--- config.mk ---
export PLATFORM = sky130hd
export DESIGN_NAME = histogram_shot_boundary_detector_unit_flat
export DESIGN_NICKNAME = d
export VERILOG_FILES = /design/src/rtl/hsbd_pkg.sv /design/src/rtl/hsbd_pix_if.sv /design/src/rtl/hsbd_res_if.sv /design/src/rtl/hsbd_front.sv /design/src/rtl/hsbd_queue.sv /design/src/rtl/hsbd_back.sv /design/src/rtl/histogram_shot_boundary_detector_unit.sv /design/src/flat_wrapper.sv
export SDC_FILE = /design/constraint.sdc
export NUM_CORES = 2
export LEC_CHECK = 0
export BUFFER_PORTS_ARGS = -buffer_cell sky130_fd_sc_hd__buf_2
export CORE_AREA = 2 2 585 587
export CTS_CLUSTER_SIZE = 10
export DETAILED_ROUTE_END_ITERATION = 8
export DIE_AREA = 0 0 587 589
export PLACE_DENSITY = 0.62
export SYNTH_ARGS = -nofsm -noshare
export SYNTH_HDL_FRONTEND = slang
export SYNTH_SLANG_ARGS = --single-unit
--- constraint.sdc ---
create_clock -name clk_i -period 11.3 [get_ports clk_i]
set_input_delay 1.13 -clock clk_i [delete_from_list [all_inputs] [get_ports clk_i]]
set_output_delay 1.13 -clock clk_i [all_outputs]
set_load 0.03 [all_outputs]
--- src/rtl/hsbd_pkg.sv ---
// hsbd_pkg: shared types and constants of the histogram shot boundary detector
// no dependencies
`timescale 1ns / 1ps
`default_nettype none

package hsbd_pkg;

  localparam int unsigned BIN_W      = 6;
  localparam int unsigned BIN_COUNT  = 64;
  localparam int unsigned PIX_W      = 8;
  localparam int unsigned CNT_W      = 22;
  localparam int unsigned DIST_W     = 23;
  localparam int unsigned THR_W      = 23;
  localparam int unsigned SUM_W      = 32;
  localparam int unsigned FRAME_W    = 24;
  localparam int unsigned ACC_W      = 28;
  localparam int unsigned CFG_IDX_W  = 1;

  localparam int unsigned QUEUE_DEPTH_DEF = 4;

  localparam logic [CNT_W-1:0]  CNT_MAX      = '1;
  localparam logic [DIST_W-1:0] DIST_MAX     = '1;
  localparam logic [THR_W-1:0]  CUT_THR_RST  = THR_W'(160000);
  localparam logic [THR_W-1:0]  GRAD_THR_RST = THR_W'(20000);

  typedef enum logic [CFG_IDX_W-1:0] {
    REG_CUT_THR  = 1'b0,
    REG_GRAD_THR = 1'b1
  } cfg_reg_e;

  typedef enum logic [1:0] {
    ST_RUN,
    ST_WALK,
    ST_WDRAIN,
    ST_CMP
  } back_state_e;

  typedef struct packed {
    logic [BIN_W-1:0] bin;
    logic             eof;
  } item_t;

endpackage

`default_nettype wire

--- src/rtl/hsbd_pix_if.sv ---
// hsbd_pix_if: pixel channel, valid/ready with one pixel per transaction
// depends on hsbd_pkg
`timescale 1ns / 1ps
`default_nettype none

interface hsbd_pix_if;
  import hsbd_pkg::*;

  logic             valid;
  logic             ready;
  logic [PIX_W-1:0] pixel_blue;
  logic [PIX_W-1:0] pixel_green;
  logic [PIX_W-1:0] pixel_red;
  logic             end_of_frame;

  modport source (
    output valid, pixel_blue, pixel_green, pixel_red, end_of_frame,
    input  ready
  );

  modport sink (
    input  valid, pixel_blue, pixel_green, pixel_red, end_of_frame,
    output ready
  );
endinterface

`default_nettype wire

--- src/rtl/hsbd_res_if.sv ---
// hsbd_res_if: per-frame result channel, valid/ready
// depends on hsbd_pkg
`timescale 1ns / 1ps
`default_nettype none

interface hsbd_res_if;
  import hsbd_pkg::*;

  logic               valid;
  logic               ready;
  logic [FRAME_W-1:0] frame_number;
  logic [DIST_W-1:0]  frame_distance;
  logic [SUM_W-1:0]   accumulated_change;
  logic               cut_found;

  modport source (
    output valid, frame_number, frame_distance, accumulated_change, cut_found,
    input  ready
  );

  modport sink (
    input  valid, frame_number, frame_distance, accumulated_change, cut_found,
    output ready
  );
endinterface

`default_nettype wire

--- src/rtl/hsbd_front.sv ---
// hsbd_front: accepts pixels, forms the 64-bin colour index, registers the item
// depends on hsbd_pkg, hsbd_pix_if
`timescale 1ns / 1ps
`default_nettype none

module hsbd_front (
  input  wire logic          clk_i,
  input  wire logic          rst_ni,
  hsbd_pix_if.sink           pix_i,
  output logic               item_valid_o,
  input  wire logic          item_ready_i,
  output hsbd_pkg::item_t    item_o
);
  import hsbd_pkg::*;

  logic  valid_q, valid_d;
  item_t item_q;
  logic  take;

  assign pix_i.ready = !valid_q || item_ready_i;
  assign take        = pix_i.valid && pix_i.ready;
  assign valid_d     = take || (valid_q && !item_ready_i);

  always_ff @(posedge clk_i or negedge rst_ni) begin
    if (!rst_ni) begin
      valid_q <= 1'b0;
    end else begin
      valid_q <= valid_d;
    end
  end

  // top two bits of blue, green and red
  always_ff @(posedge clk_i) begin
    if (take) begin
      item_q.bin <= {pix_i.pixel_blue[PIX_W-1 -: 2], pix_i.pixel_green[PIX_W-1 -: 2],
                     pix_i.pixel_red[PIX_W-1 -: 2]};
      item_q.eof <= pix_i.end_of_frame;
    end
  end

  assign item_valid_o = valid_q;
  assign item_o       = item_q;

endmodule

`default_nettype wire

--- src/rtl/hsbd_queue.sv ---
// hsbd_queue: short fifo of classified pixels between front and back
// depends on hsbd_pkg
`timescale 1ns / 1ps
`default_nettype none

module hsbd_queue #(
  parameter int unsigned DEPTH = hsbd_pkg::QUEUE_DEPTH_DEF
) (
  input  wire logic             clk_i,
  input  wire logic             rst_ni,
  input  wire logic             in_valid_i,
  output logic                  in_ready_o,
  input  wire hsbd_pkg::item_t  in_item_i,
  output logic                  out_valid_o,
  input  wire logic             out_ready_i,
  output hsbd_pkg::item_t       out_item_o
);
  import hsbd_pkg::*;

  localparam int unsigned PW = (DEPTH > 1) ? $clog2(DEPTH) : 1;
  localparam int unsigned CW = $clog2(DEPTH + 1);

  item_t         slot_q [DEPTH];
  logic [PW-1:0] wr_q, wr_d, rd_q, rd_d;
  logic [CW-1:0] cnt_q, cnt_d;
  logic          push, pop;

  assign in_ready_o  = cnt_q != CW'(DEPTH);
  assign out_valid_o = cnt_q != '0;
  assign push        = in_valid_i && in_ready_o;
  assign pop         = out_valid_o && out_ready_i;
  assign out_item_o  = slot_q[rd_q];

  always_comb begin
    wr_d  = wr_q;
    rd_d  = rd_q;
    cnt_d = cnt_q;
    if (push) begin
      wr_d = (wr_q == PW'(DEPTH - 1)) ? '0 : wr_q + 1'b1;
    end
    if (pop) begin
      rd_d = (rd_q == PW'(DEPTH - 1)) ? '0 : rd_q + 1'b1;
    end
    if (push && !pop) begin
      cnt_d = cnt_q + 1'b1;
    end else if (pop && !push) begin
      cnt_d = cnt_q - 1'b1;
    end
  end

  always_ff @(posedge clk_i or negedge rst_ni) begin
    if (!rst_ni) begin
      wr_q  <= '0;
      rd_q  <= '0;
      cnt_q <= '0;
    end else begin
      wr_q  <= wr_d;
      rd_q  <= rd_d;
      cnt_q <= cnt_d;
    end
  end

  always_ff @(posedge clk_i) begin
    if (push) begin
      slot_q[wr_q] <= in_item_i;
    end
  end

endmodule

`default_nettype wire

--- src/rtl/hsbd_back.sv ---
// hsbd_back: histogram banks, end-of-frame L1 walk, twin comparison, result register
// depends on hsbd_pkg, hsbd_res_if
`timescale 1ns / 1ps
`default_nettype none

module hsbd_back (
  input  wire logic                              clk_i,
  input  wire logic                              rst_ni,
  input  wire logic                              cfg_we_i,
  input  wire logic [hsbd_pkg::CFG_IDX_W-1:0]    cfg_idx_i,
  input  wire logic [hsbd_pkg::THR_W-1:0]        cfg_data_i,
  input  wire logic                              item_valid_i,
  output logic                                   item_ready_o,
  input  wire hsbd_pkg::item_t                   item_i,
  hsbd_res_if.source                             res_o
);
  import hsbd_pkg::*;

  back_state_e state_q, state_d;

  logic [THR_W-1:0] cut_thr_q, grad_thr_q;

  // histogram banks, two ping-pong memories with per-entry valid bits
  logic [CNT_W-1:0]     mem0 [BIN_COUNT];
  logic [CNT_W-1:0]     mem1 [BIN_COUNT];
  logic [BIN_COUNT-1:0] vld0_q, vld1_q;
  logic [CNT_W-1:0]     rd0_q, rd1_q;
  logic                 rv0_q, rv1_q;
  logic                 cur_q;
  logic [BIN_W-1:0]     rd_addr;
  logic [CNT_W-1:0]     val0, val1, cur_val, prv_val;

  // count stage
  logic             s_v_q, s_eof_q;
  logic [BIN_W-1:0] s_bin_q;
  logic             fwd_v_q;
  logic [BIN_W-1:0] fwd_bin_q;
  logic [CNT_W-1:0] fwd_cnt_q;
  logic [CNT_W-1:0] src, inc;
  logic             accept;

  // walk
  logic [BIN_W-1:0] widx_q;
  logic             w_v_q;
  logic [ACC_W-1:0] acc_q;
  logic [CNT_W-1:0] absdiff;

  // twin comparison
  logic               first_q;
  logic [SUM_W-1:0]   sum_q, sum_acc;
  logic               act_q, act_n;
  logic [FRAME_W-1:0] frame_q;
  logic [DIST_W-1:0]  frame_dist, diff;
  logic               above, cut, cmp_go;
  logic [SUM_W:0]     sum_wide;

  logic               out_v_q;
  logic [FRAME_W-1:0] out_frame_q;
  logic [DIST_W-1:0]  out_dist_q;
  logic [SUM_W-1:0]   out_sum_q;
  logic               out_cut_q;

  // configuration
  always_ff @(posedge clk_i or negedge rst_ni) begin
    if (!rst_ni) begin
      cut_thr_q  <= CUT_THR_RST;
      grad_thr_q <= GRAD_THR_RST;
    end else if (cfg_we_i) begin
      case (cfg_reg_e'(cfg_idx_i))
        REG_CUT_THR:  cut_thr_q  <= cfg_data_i;
        REG_GRAD_THR: grad_thr_q <= cfg_data_i;
        default: ;
      endcase
    end
  end

  // control
  always_comb begin
    state_d      = state_q;
    item_ready_o = 1'b0;
    cmp_go       = 1'b0;
    case (state_q)
      ST_RUN: begin
        item_ready_o = !(s_v_q && s_eof_q);
        if (s_v_q && s_eof_q) begin
          state_d = first_q ? ST_CMP : ST_WALK;
        end
      end
      ST_WALK: begin
        if (widx_q == BIN_W'(BIN_COUNT - 1)) begin
          state_d = ST_WDRAIN;
        end
      end
      ST_WDRAIN: begin
        state_d = ST_CMP;
      end
      ST_CMP: begin
        if (!out_v_q || res_o.ready) begin
          cmp_go  = 1'b1;
          state_d = ST_RUN;
        end
      end
      default: begin
        state_d = ST_RUN;
      end
    endcase
  end

  assign accept = item_valid_i && item_ready_o;

  always_ff @(posedge clk_i or negedge rst_ni) begin
    if (!rst_ni) begin
      state_q <= ST_RUN;
    end else begin
      state_q <= state_d;
    end
  end

  // histogram read path
  assign rd_addr = (state_q == ST_WALK) ? widx_q : item_i.bin;
  assign val0    = rv0_q ? rd0_q : '0;
  assign val1    = rv1_q ? rd1_q : '0;
  assign cur_val = cur_q ? val1 : val0;
  assign prv_val = cur_q ? val0 : val1;

  assign src = (fwd_v_q && fwd_bin_q == s_bin_q) ? fwd_cnt_q : cur_val;
  assign inc = (src == CNT_MAX) ? src : src + 1'b1;

  always_ff @(posedge clk_i) begin
    if (s_v_q && !cur_q) begin
      mem0[s_bin_q] <= inc;
    end
    if (s_v_q && cur_q) begin
      mem1[s_bin_q] <= inc;
    end
    rd0_q <= mem0[rd_addr];
    rd1_q <= mem1[rd_addr];
  end

  always_ff @(posedge clk_i or negedge rst_ni) begin
    if (!rst_ni) begin
      vld0_q  <= '0;
      vld1_q  <= '0;
      rv0_q   <= 1'b0;
      rv1_q   <= 1'b0;
      cur_q   <= 1'b0;
      s_v_q   <= 1'b0;
      fwd_v_q <= 1'b0;
    end else begin
      rv0_q   <= vld0_q[rd_addr];
      rv1_q   <= vld1_q[rd_addr];
      s_v_q   <= accept;
      fwd_v_q <= s_v_q;
      if (s_v_q && !cur_q) begin
        vld0_q[s_bin_q] <= 1'b1;
      end
      if (s_v_q && cur_q) begin
        vld1_q[s_bin_q] <= 1'b1;
      end
      // the old previous bank becomes the new, empty current bank
      if (cmp_go) begin
        cur_q <= !cur_q;
        if (cur_q) begin
          vld0_q <= '0;
        end else begin
          vld1_q <= '0;
        end
      end
    end
  end

  always_ff @(posedge clk_i) begin
    if (accept) begin
      s_bin_q <= item_i.bin;
      s_eof_q <= item_i.eof;
    end
    fwd_bin_q <= s_bin_q;
    fwd_cnt_q <= inc;
  end

  // L1 walk over both banks
  assign absdiff = (cur_val > prv_val) ? cur_val - prv_val : prv_val - cur_val;

  always_ff @(posedge clk_i or negedge rst_ni) begin
    if (!rst_ni) begin
      widx_q <= '0;
      w_v_q  <= 1'b0;
    end else begin
      w_v_q <= state_q == ST_WALK;
      if (state_q == ST_WALK) begin
        widx_q <= widx_q + 1'b1;
      end
    end
  end

  always_ff @(posedge clk_i) begin
    if (state_q == ST_RUN) begin
      acc_q <= '0;
    end else if (w_v_q) begin
      acc_q <= acc_q + ACC_W'(absdiff);
    end
  end

  // twin comparison
  always_comb begin
    if (first_q) begin
      frame_dist = '0;
    end else if (acc_q > ACC_W'(DIST_MAX)) begin
      frame_dist = DIST_MAX;
    end else begin
      frame_dist = acc_q[DIST_W-1:0];
    end
    above    = frame_dist > grad_thr_q;
    act_n    = act_q || above;
    diff     = above ? frame_dist - grad_thr_q : grad_thr_q - frame_dist;
    sum_wide = {1'b0, sum_q} + (SUM_W + 1)'(diff);
    if (!act_n) begin
      sum_acc = sum_q;
    end else if (sum_wide[SUM_W]) begin
      sum_acc = '1;
    end else begin
      sum_acc = sum_wide[SUM_W-1:0];
    end
    cut = first_q || (frame_dist > cut_thr_q) || (sum_acc > SUM_W'(cut_thr_q));
  end

  always_ff @(posedge clk_i or negedge rst_ni) begin
    if (!rst_ni) begin
      first_q <= 1'b1;
      sum_q   <= '0;
      act_q   <= 1'b0;
      frame_q <= '0;
      out_v_q <= 1'b0;
    end else begin
      out_v_q <= cmp_go || (out_v_q && !res_o.ready);
      if (cmp_go) begin
        first_q <= 1'b0;
        frame_q <= frame_q + 1'b1;
        if (!first_q) begin
          sum_q <= cut ? '0 : sum_acc;
          act_q <= cut ? 1'b0 : act_n;
        end
      end
    end
  end

  always_ff @(posedge clk_i) begin
    if (cmp_go) begin
      out_frame_q <= frame_q;
      out_dist_q  <= frame_dist;
      out_sum_q   <= (first_q || cut) ? '0 : sum_acc;
      out_cut_q   <= cut;
    end
  end

  assign res_o.valid              = out_v_q;
  assign res_o.frame_number       = out_frame_q;
  assign res_o.frame_distance     = out_dist_q;
  assign res_o.accumulated_change = out_sum_q;
  assign res_o.cut_found          = out_cut_q;

`ifndef NO_ASSERTIONS
  a_new_bank_empty: assert property (@(posedge clk_i) disable iff (!rst_ni)
    cmp_go |=> ((cur_q ? vld1_q : vld0_q) == '0))
    else $error("current bank not empty after swap");

  a_walk_wraps: assert property (@(posedge clk_i) disable iff (!rst_ni)
    state_q == ST_WDRAIN |-> widx_q == '0)
    else $error("walk index did not cover all bins");

  a_no_count_in_walk: assert property (@(posedge clk_i) disable iff (!rst_ni)
    state_q != ST_RUN |-> !s_v_q)
    else $error("pixel in count stage outside run");

  a_cut_clears: assert property (@(posedge clk_i) disable iff (!rst_ni)
    (cmp_go && cut) |=> (sum_q == '0 && !act_q))
    else $error("cut did not clear gradual state");
`endif

endmodule

`default_nettype wire

--- src/rtl/histogram_shot_boundary_detector_unit.sv ---
// histogram_shot_boundary_detector_unit: top level, front, queue and back
// depends on hsbd_pkg, hsbd_pix_if, hsbd_res_if, hsbd_front, hsbd_queue, hsbd_back
//
//   channel  dir  handshake        payload
//   pix_i    in   valid / ready    pixel_blue, pixel_green, pixel_red, end_of_frame
//   res_o    out  valid / ready    frame_number, frame_distance, accumulated_change, cut_found
//   cfg      in   cfg_we_i         cfg_idx_i, cfg_data_i
//
// pixels are counted at one per cycle, a read-modify-write of the current bank,
// except while the back walks the 64 bins through both bank read ports after a
// frame's last pixel (no walk on the first frame): it takes no pixel then, nor while
// the previous result still waits in the output register for res_o ready
// the queue keeps the front taking pixels during that walk until it fills
// reset clears bank valid bits at once, no clearing pass; a result waits in its register
`timescale 1ns / 1ps
`default_nettype none

module histogram_shot_boundary_detector_unit #(
  parameter int unsigned QUEUE_DEPTH = hsbd_pkg::QUEUE_DEPTH_DEF
) (
  input  wire logic                            clk_i,
  input  wire logic                            rst_ni,
  hsbd_pix_if.sink                             pix_i,
  hsbd_res_if.source                           res_o,
  input  wire logic                            cfg_we_i,
  input  wire logic [hsbd_pkg::CFG_IDX_W-1:0]  cfg_idx_i,
  input  wire logic [hsbd_pkg::THR_W-1:0]      cfg_data_i
);
  import hsbd_pkg::*;

  logic  f_valid, f_ready, b_valid, b_ready;
  item_t f_item, b_item;

  hsbd_front u_front (
    .clk_i        (clk_i),
    .rst_ni       (rst_ni),
    .pix_i        (pix_i),
    .item_valid_o (f_valid),
    .item_ready_i (f_ready),
    .item_o       (f_item)
  );

  hsbd_queue #(
    .DEPTH (QUEUE_DEPTH)
  ) u_queue (
    .clk_i       (clk_i),
    .rst_ni      (rst_ni),
    .in_valid_i  (f_valid),
    .in_ready_o  (f_ready),
    .in_item_i   (f_item),
    .out_valid_o (b_valid),
    .out_ready_i (b_ready),
    .out_item_o  (b_item)
  );

  hsbd_back u_back (
    .clk_i        (clk_i),
    .rst_ni       (rst_ni),
    .cfg_we_i     (cfg_we_i),
    .cfg_idx_i    (cfg_idx_i),
    .cfg_data_i   (cfg_data_i),
    .item_valid_i (b_valid),
    .item_ready_o (b_ready),
    .item_i       (b_item),
    .res_o        (res_o)
  );

endmodule

`default_nettype wire

--- src/flat_wrapper.sv ---
// flat-port wrapper written by rule: the top's interface ports become plain ports
module histogram_shot_boundary_detector_unit_flat import hsbd_pkg::*;
#(
  parameter int unsigned QUEUE_DEPTH = hsbd_pkg::QUEUE_DEPTH_DEF
)
  (clk_i, rst_ni, cfg_we_i, cfg_idx_i, cfg_data_i, pix_i_valid, pix_i_pixel_blue, pix_i_pixel_green, pix_i_pixel_red, pix_i_end_of_frame, pix_i_ready, res_o_valid, res_o_frame_number, res_o_frame_distance, res_o_accumulated_change, res_o_cut_found, res_o_ready);
  hsbd_pix_if pix_i_i ();
  hsbd_res_if res_o_i ();
  input  wire logic clk_i;
  input  wire logic rst_ni;
  input  wire logic cfg_we_i;
  input  wire logic [hsbd_pkg::CFG_IDX_W-1:0] cfg_idx_i;
  input  wire logic [hsbd_pkg::THR_W-1:0] cfg_data_i;
  input wire logic [$bits(pix_i_i.valid)-1:0] pix_i_valid;
  input wire logic [$bits(pix_i_i.pixel_blue)-1:0] pix_i_pixel_blue;
  input wire logic [$bits(pix_i_i.pixel_green)-1:0] pix_i_pixel_green;
  input wire logic [$bits(pix_i_i.pixel_red)-1:0] pix_i_pixel_red;
  input wire logic [$bits(pix_i_i.end_of_frame)-1:0] pix_i_end_of_frame;
  output wire logic [$bits(pix_i_i.ready)-1:0] pix_i_ready;
  output wire logic [$bits(res_o_i.valid)-1:0] res_o_valid;
  output wire logic [$bits(res_o_i.frame_number)-1:0] res_o_frame_number;
  output wire logic [$bits(res_o_i.frame_distance)-1:0] res_o_frame_distance;
  output wire logic [$bits(res_o_i.accumulated_change)-1:0] res_o_accumulated_change;
  output wire logic [$bits(res_o_i.cut_found)-1:0] res_o_cut_found;
  input wire logic [$bits(res_o_i.ready)-1:0] res_o_ready;
  assign pix_i_i.valid = pix_i_valid;
  assign pix_i_i.pixel_blue = pix_i_pixel_blue;
  assign pix_i_i.pixel_green = pix_i_pixel_green;
  assign pix_i_i.pixel_red = pix_i_pixel_red;
  assign pix_i_i.end_of_frame = pix_i_end_of_frame;
  assign pix_i_ready = pix_i_i.ready;
  assign res_o_valid = res_o_i.valid;
  assign res_o_frame_number = res_o_i.frame_number;
  assign res_o_frame_distance = res_o_i.frame_distance;
  assign res_o_accumulated_change = res_o_i.accumulated_change;
  assign res_o_cut_found = res_o_i.cut_found;
  assign res_o_i.ready = res_o_ready;
  histogram_shot_boundary_detector_unit #(.QUEUE_DEPTH(QUEUE_DEPTH)) u_core (.clk_i(clk_i), .rst_ni(rst_ni), .pix_i(pix_i_i), .res_o(res_o_i), .cfg_we_i(cfg_we_i), .cfg_idx_i(cfg_idx_i), .cfg_data_i(cfg_data_i));
endmodule
; ---- After elaboration in Yosys (flattened, before gate mapping)
; Memory sizes are Yosys's and may differ from the RTL's. A register that Yosys moved wholly into a read port is not among the register bits.
; Index checks and enable logic that the tools add are counted.
[word_totals]
elab_cells = 152
regBits = 405
memories = 3
out_inout_bits = 82
ramBits = 2844
in_bits = 54
[memory_table]
columns = name, words, word_bits, rd, rd_clocked_by_memory_dff, write_ports, line_no
row1 = u_core.u_back.mem0, 64, 22, 1, 1, 1, hsbd_back.sv:24  ; logic [CNT_W-1:0] mem0 [BIN_COUNT];
row2 = u_core.u_back.mem1, 64, 22, 1, 1, 1, hsbd_back.sv:25  ; logic [CNT_W-1:0] mem1 [BIN_COUNT];
row3 = u_core.u_queue.slot_q, 4, 7, 1, 0, 1, hsbd_queue.sv:23  ; item_t slot_q [DEPTH];
[classes]
addsub = 13
n_eq_ne = 12
n_bitwise = 4
muxes = 45
n_reduce_logical = 35
order_cmp = 8
[op_table]
columns = op, count
row1 = $mux W64, 6
row2 = $mux W22, 7
row3 = $or A64 B64 Y64, 2
row4 = $mux W32, 3
row5 = $mux W23, 3
row6 = $gt A23 B23 Y1, 2
row7 = $sub A23 B23 Y23, 2
row8 = $sub A22 B22 Y22, 2
row9 = $add A32 B23 Y33, 1
row10 = $gt A32 B23 Y1, 1
row11 = $add A28 B22 Y28, 1
row12 = $gt A28 B23 Y1 const B, 1
row13 = $add A24 B1 Y24 const B, 1
row14 = $add A22 B1 Y22 const B, 1
row15 = $eq A22 B22 Y1 const B, 1
row16 = $gt A22 B22 Y1, 1
row17 = $lt A6 B7 Y1 const B, 2
row18 = $mux W1, 13
row19 = $bmux W1 S6, 2
row20 = $logic_and A1 B1 Y1, 12
row21 = $mux W2, 6
row22 = $eq A2 B2 Y1 const B, 4
row23 = $logic_not A1 Y1, 8
row24 = $logic_or A1 B1 Y1, 8
row25 = other kinds (20), 27

; ---- Longest topological paths before layout
[logic_depth]
word_depth = 11
depth_mapped = 43
depth_no_buf = 38

; ---- Cells and area by module
; Synthesis repeated with hierarchy kept, for this count alone.
[unflattened]
hier_cells = 7987
area_unflattened_um2 = 135919.1
[modules_own_cells]
columns = module, seq_area_each_um2, cells_each, area_each_um2, instances
row1 = hsbd_back, 95370.2, 7903, 134203.7, 1
row2 = hsbd_queue, 1016.0, 73, 1451.4, 1
row3 = hsbd_front, 235.2, 11, 264.0, 1

; ---- Worst setup path after synthesis
; No wires, ideal clock.
[synth_timing]
path_type = reg2reg
startpoint = register u_core.u_back.first_q
endpoint = register u_core.u_back.out_cut_q (netlist: u_core.u_back.res_o.cut_found), data pin
synth_period_minus_slack_ns = 8.566
stages_incl_launch_ff = 39
setup_time_ns = 0.267
path_slack_ns = 2.734
path_buffers = 8
arrival_time_ns = 8.299
t_required_ns = 11.033
cell_sequence = dfstp_2 -> clkbuf_1 -> clkbuf_1 -> or2_2 -> inv_1 -> ha_1 -> clkbuf_1 -> nand4_1 -> or3_1 -> a31oi_1 -> o31ai_1 -> nand2_1 -> clkbuf_1 -> clkbuf_1 -> o21ai_0 -> xnor2_1 -> ha_1 -> a211oi_1 -> [3 not listed] -> o2111a_1 -> o2111ai_2 -> clkbuf_1 -> nand3_1 -> o21ai_0 -> inv_1 -> ha_1 -> nand4_1 -> nor3_1 -> a2111oi_0 -> o21ai_0 -> o221ai_1 -> o211ai_1 -> a211oi_1 -> o211ai_1 -> or4_1 -> buf_2 -> buf_2
[synth_between]
elab_chain_cells = 8
elab_cells_between_ends = 13
classes_between = add/sub: 3 / order compare: 3 / mux: 4 / reduce/logical: 3
[synth_rtl]
columns = item, line_no
row1 = "start, declared", hsbd_back.sv:49  ; logic first_q;
row2 = "start signal, assigned", hsbd_back.sv:229  ; first_q <= 1'b1;
row3 = "start signal, assigned", hsbd_back.sv:237  ; first_q <= 1'b0;
row4 = $mux W23 *, hsbd_back.sv:206  ; if (first_q) begin
row5 = named net u_core.u_back.frame_dist[12], hsbd_back.sv:53  ; logic [DIST_W-1:0] frame_dist, diff;
row6 = $sub A23 B23 Y23 or $gt A23 B23 Y1 (tied branches), "hsbd_back.sv:215, hsbd_back.sv:213"
row7 = $mux W23, hsbd_back.sv:215  ; diff = above ? frame_dist - grad_thr_q : grad_thr_q - frame_dist;
row8 = $add A32 B23 Y33, hsbd_back.sv:216  ; sum_wide = {1'b0, sum_q} + (SUM_W + 1)'(diff);
row9 = $mux W32, hsbd_back.sv:219  ; end else if (sum_wide[SUM_W]) begin
row10 = $mux W32 *, hsbd_back.sv:217  ; if (!act_n) begin
row11 = named net u_core.u_back.sum_acc[11], hsbd_back.sv:50  ; logic [SUM_W-1:0] sum_q, sum_acc;
row12 = $gt A32 B23 Y1 *, hsbd_back.sv:224  ; cut = first_q || (frame_dist > cut_thr_q) || (sum_acc > SUM_W'(cut_thr_q));
row13 = $logic_or A1 B1 Y1 *, hsbd_back.sv:224
row14 = named net u_core.u_back.cut, hsbd_back.sv:54  ; logic above, cut, cmp_go;
row15 = "end signal, assigned", hsbd_back.sv:252  ; out_cut_q <= cut;
row16 = "end, declared", hsbd_back.sv:61  ; logic out_cut_q;
; Mark *: on every way through the listed nets, which the timed path passes. The rest lies on a longest branch.
; A chain may end at the register's enable or synchronous reset.

; ---- Worst setup path after layout
[layout_timing]
startpoint = register u_core.u_back.acc_q[24]
endpoint = register u_core.u_back.sum_q[7]
[layout_between]
elab_chain_cells = 11
elab_cells_between_ends = 16
classes_between = add/sub: 3 / order compare: 4 / mux: 6 / reduce/logical: 3
[layout_rtl]
columns = item, line_no
row1 = "start, declared", hsbd_back.sv:45  ; logic [ACC_W-1:0] acc_q;
row2 = "start signal, assigned", hsbd_back.sv:200  ; acc_q <= acc_q + ACC_W'(absdiff);
row3 = $gt A28 B23 Y1 *, hsbd_back.sv:208  ; end else if (acc_q > ACC_W'(DIST_MAX)) begin
row4 = $mux W23 *, hsbd_back.sv:208
row5 = $mux W23 *, hsbd_back.sv:206
row6 = named net u_core.u_back.frame_dist[14], hsbd_back.sv:53
row7 = $sub A23 B23 Y23 or $gt A23 B23 Y1 (tied branches), "hsbd_back.sv:215, hsbd_back.sv:213"
row8 = $mux W23, hsbd_back.sv:215
row9 = $add A32 B23 Y33, hsbd_back.sv:216
row10 = $mux W32, hsbd_back.sv:219
row11 = $mux W32 *, hsbd_back.sv:217
row12 = named net u_core.u_back.sum_acc[13], hsbd_back.sv:50
row13 = $gt A32 B23 Y1 *, hsbd_back.sv:224
row14 = $logic_or A1 B1 Y1 *, hsbd_back.sv:224
row15 = $mux W32 *, hsbd_back.sv:240  ; sum_q <= cut ? '0 : sum_acc;
row16 = "end signal, assigned", hsbd_back.sv:240
row17 = "end, declared", hsbd_back.sv:50
; Marked as above.

==> out/results.ini <==
[synthesis]
netlist_top_cells_area = edfxtp_1, mux4_2, dfrtp_1, ha_1, nand2_1
seq_area_frac_synth = 0.715
synthArstFlopShare = 0.0774
synth_flop_cell = edfxtp_1
syn_area_per_cell_um2 = 17.6
syn_area_um2 = 135000
yosysWarnings = 0
yosys.area.top_type_share = 0.653
ys_ff_latch = 3293
netlist_instances = 7696
synth_cell_types = 84
synth_top_cell_by_area = edfxtp_1
yosysMostFrequentCell = edfxtp_1
synth-edff-count = 2938
synth_common_cells = edfxtp_1, mux4_2, nand2_1

[cells_and_area]
fin_nets = 8274
drive_gt1_frac = 0.216
fillCellCount = 29000
syn_to_final_growth_pct = 13.6

[critical_path]
rr_endpoint = u_core.u_back.sum_q[7]
reg2reg_slack_ps = 970
path_class = flop to flop
crit-reg2reg-launch = u_core.u_back.acc_q[24]
required_ps = 12090
crit_start = u_core.u_back.acc_q[24]
worstRegToRegCells = 36
cpMostUsedCell = nand2_1
setup.worst_path.end = u_core.u_back.sum_q[7]
crit_path_end_kind = flop
cpPeakStageDelay_ps = 600
start_kind = flop
cp_slowest_cell = nand2_1
crit_fanout = 48
crit_arrival_ps = 11120

[grt]
grt_pass1_vias = 74000
antenna_found_initial = 19
grt_max_degree = 110
grt_usage = 0.201
grt_overflow = 0
grt_pass1_wl_mm = 515

[clock_network]
post-cts-setup-buffers = 0
cts_made_buffers = 376
clk_pin_slew_ps = 70
root_buffer = clkbuf_16
cts_tree = yes
cts.sinks = 3293
insertion_delay_ps = 950
cts_resized = 0
cts_buffer_depth = 4
htreeDepth = 5
cts_hold_buffers = 0

[timing]
fin_skew_ps = 47.4
finalCritPeriodShare = 0.914
tns_ps = 0
fmax_mhz = 96.8
relSlewSlack = 0.116
worstMarginPinSlew_ps = 1320
slew_viol_final = 0
timing_hold_violations_final = 0
rsz0062_at_grt = no
fin_crit_ps = 10330
setup_viol = 0

[detailed_routing]
postRouteAntennaNets = 0
vias = 73800
routedWlPerCell_um = 27.6
wirelength_mm = 354
dr.pass1.iters = 7
post-route-drc-count = 0
drtIter0Drc = 8015
vias_per_cell = 5.75

[die]
start_util = 0.399
die_area_um2 = 346000
design.core.area_um2 = 339000
io_pins = 136
die_y_um = 589
num_rows = 214
dieWidth_um = 587

[worst_hold_path]
hp-class = primary input to async pin

[flow_run]
maxCapViolCount = 0

[outcome]
outcome = complete, no violations

[placed_design]
port_buffers = 117
gp_congestion = 0.871
hpwlAfterDp_mm = 206

==> metal layers <==
metal	up-vias	wire length, µm	global-route usage
met2	2965	167000	0.321
li1	31300	-	-
met5	-	310	0
met1	39000	149000	0.283
met4	4	10100	0.0563
met3	551	27500	0.0370
==> cell families (layout without fill, tap and decap cells) <==
logic type	Yosys count	after routing	share of synthesized area
AND/OR/NAND/NOR	1432	1432	0.0489
XOR/XNOR	135	135	0.00875
flip-flops	3293	3293	0.715
AO/OA/AOI/OAI	1181	1181	0.0593
adder cells (fa/ha/maj)	200	200	0.0189
other	1	12	0.0000277
buffers and inverters	617	1208	0.0183
multiplexers	837	837	0.131
==> sequential cells by signal, summed over array words and instances (netlist names), 23 cells and up <==
name and cells:
u_core.u_back.res_o.frame_number 24, u_core.u_back.acc_q 28, u_core.u_back.vld0_q 64, u_core.u_back.vld1_q 64, u_core.u_back.grad_thr_q 23, u_core.u_back.res_o.accumulated_change 32, u_core.u_back.sum_q 32, u_core.u_queue.slot_q 28
u_core.u_back.mem1 1408, u_core.u_back.cut_thr_q 23, u_core.u_back.res_o.frame_distance 23, u_core.u_back.frame_q 24, u_core.u_back.mem0 1408
==> layout make-up <==
type | instances | area, µm² | area share
repair buffers | 378 | 2760 | 0.0179
well taps | 4536 | 5680 | 0.0370
inverters | 177 | 667 | 0.00434
clock buffers | 615 | 10400 | 0.0680
diodes | 3 | 7.51 | 0.0000489
flip-flops and latches | 3293 | 96600 | 0.629
clock inverters | 38 | 562 | 0.00366
multi-input cells | 3794 | 36800 | 0.240
==> layout by cell type (no fill, tap or decap), types with 175 or more instances in the layout <==
cell type	synthesis	layout
a211oi_1	243	243
buf_4	0	245
clkbuf_16	0	380
dfrtp_1	244	243
nand2_1	606	605
a21oi_1	229	227
and2_1	205	205
clkbuf_1	274	230
ha_1	193	193
inv_1	175	175
mux4_2	743	743
edfxtp_1	2938	2938
==> worst min path at each step <==
stage / slack [ps] / endpoint / start / cells past startpoint
floorplan: 340 / u_core.u_back.fwd_bin_q[0] / u_core.u_back.s_bin_q[0] / 0
CTS: 70 / u_core.u_back.sum_q[12] / rst_ni / 1
global placement: 460 / u_core.u_back.res_o.frame_number[23] / u_core.u_back.frame_q[23] / 0
detailed placement: 460 / u_core.u_back.res_o.frame_number[23] / u_core.u_back.frame_q[23] / 0
finish: 140 / u_core.u_back.sum_q[12] / rst_ni / 1
global route: 140 / u_core.u_back.sum_q[12] / rst_ni / 1
==> worst max-delay path: cells and delay by family, from the launching register on <==
family,cells,cell delay (ps)
simple gates,11,3050
buf+inv,3,520
fa+ha+maj,3,1110
mux,1,280
flops,1,420
xor+xnor,1,370
compound gates,17,4420
==> through the flow <==
stage / utilization / worst slack [ps] / hold slack [ps] / cell area (µm²) / cells
after floorplan: - / 2730 / 343 / 135000 / 7704
after global placement: 0.420 / 966 / 463 / 142000 / 12200
after detailed placement: 0.420 / 896 / 463 / 142000 / 12200
after CTS: 0.453 / 923 / 74.4 / 153000 / 12800
after global routing: 0.453 / 22.9 / 145 / 154000 / 12800
final: 0.453 / 974 / 137 / 154000 / 12800
Power is left out: the tool's default activity adds up to more than one toggle a clock period on the data nets, which glitch-free logic cannot reach.
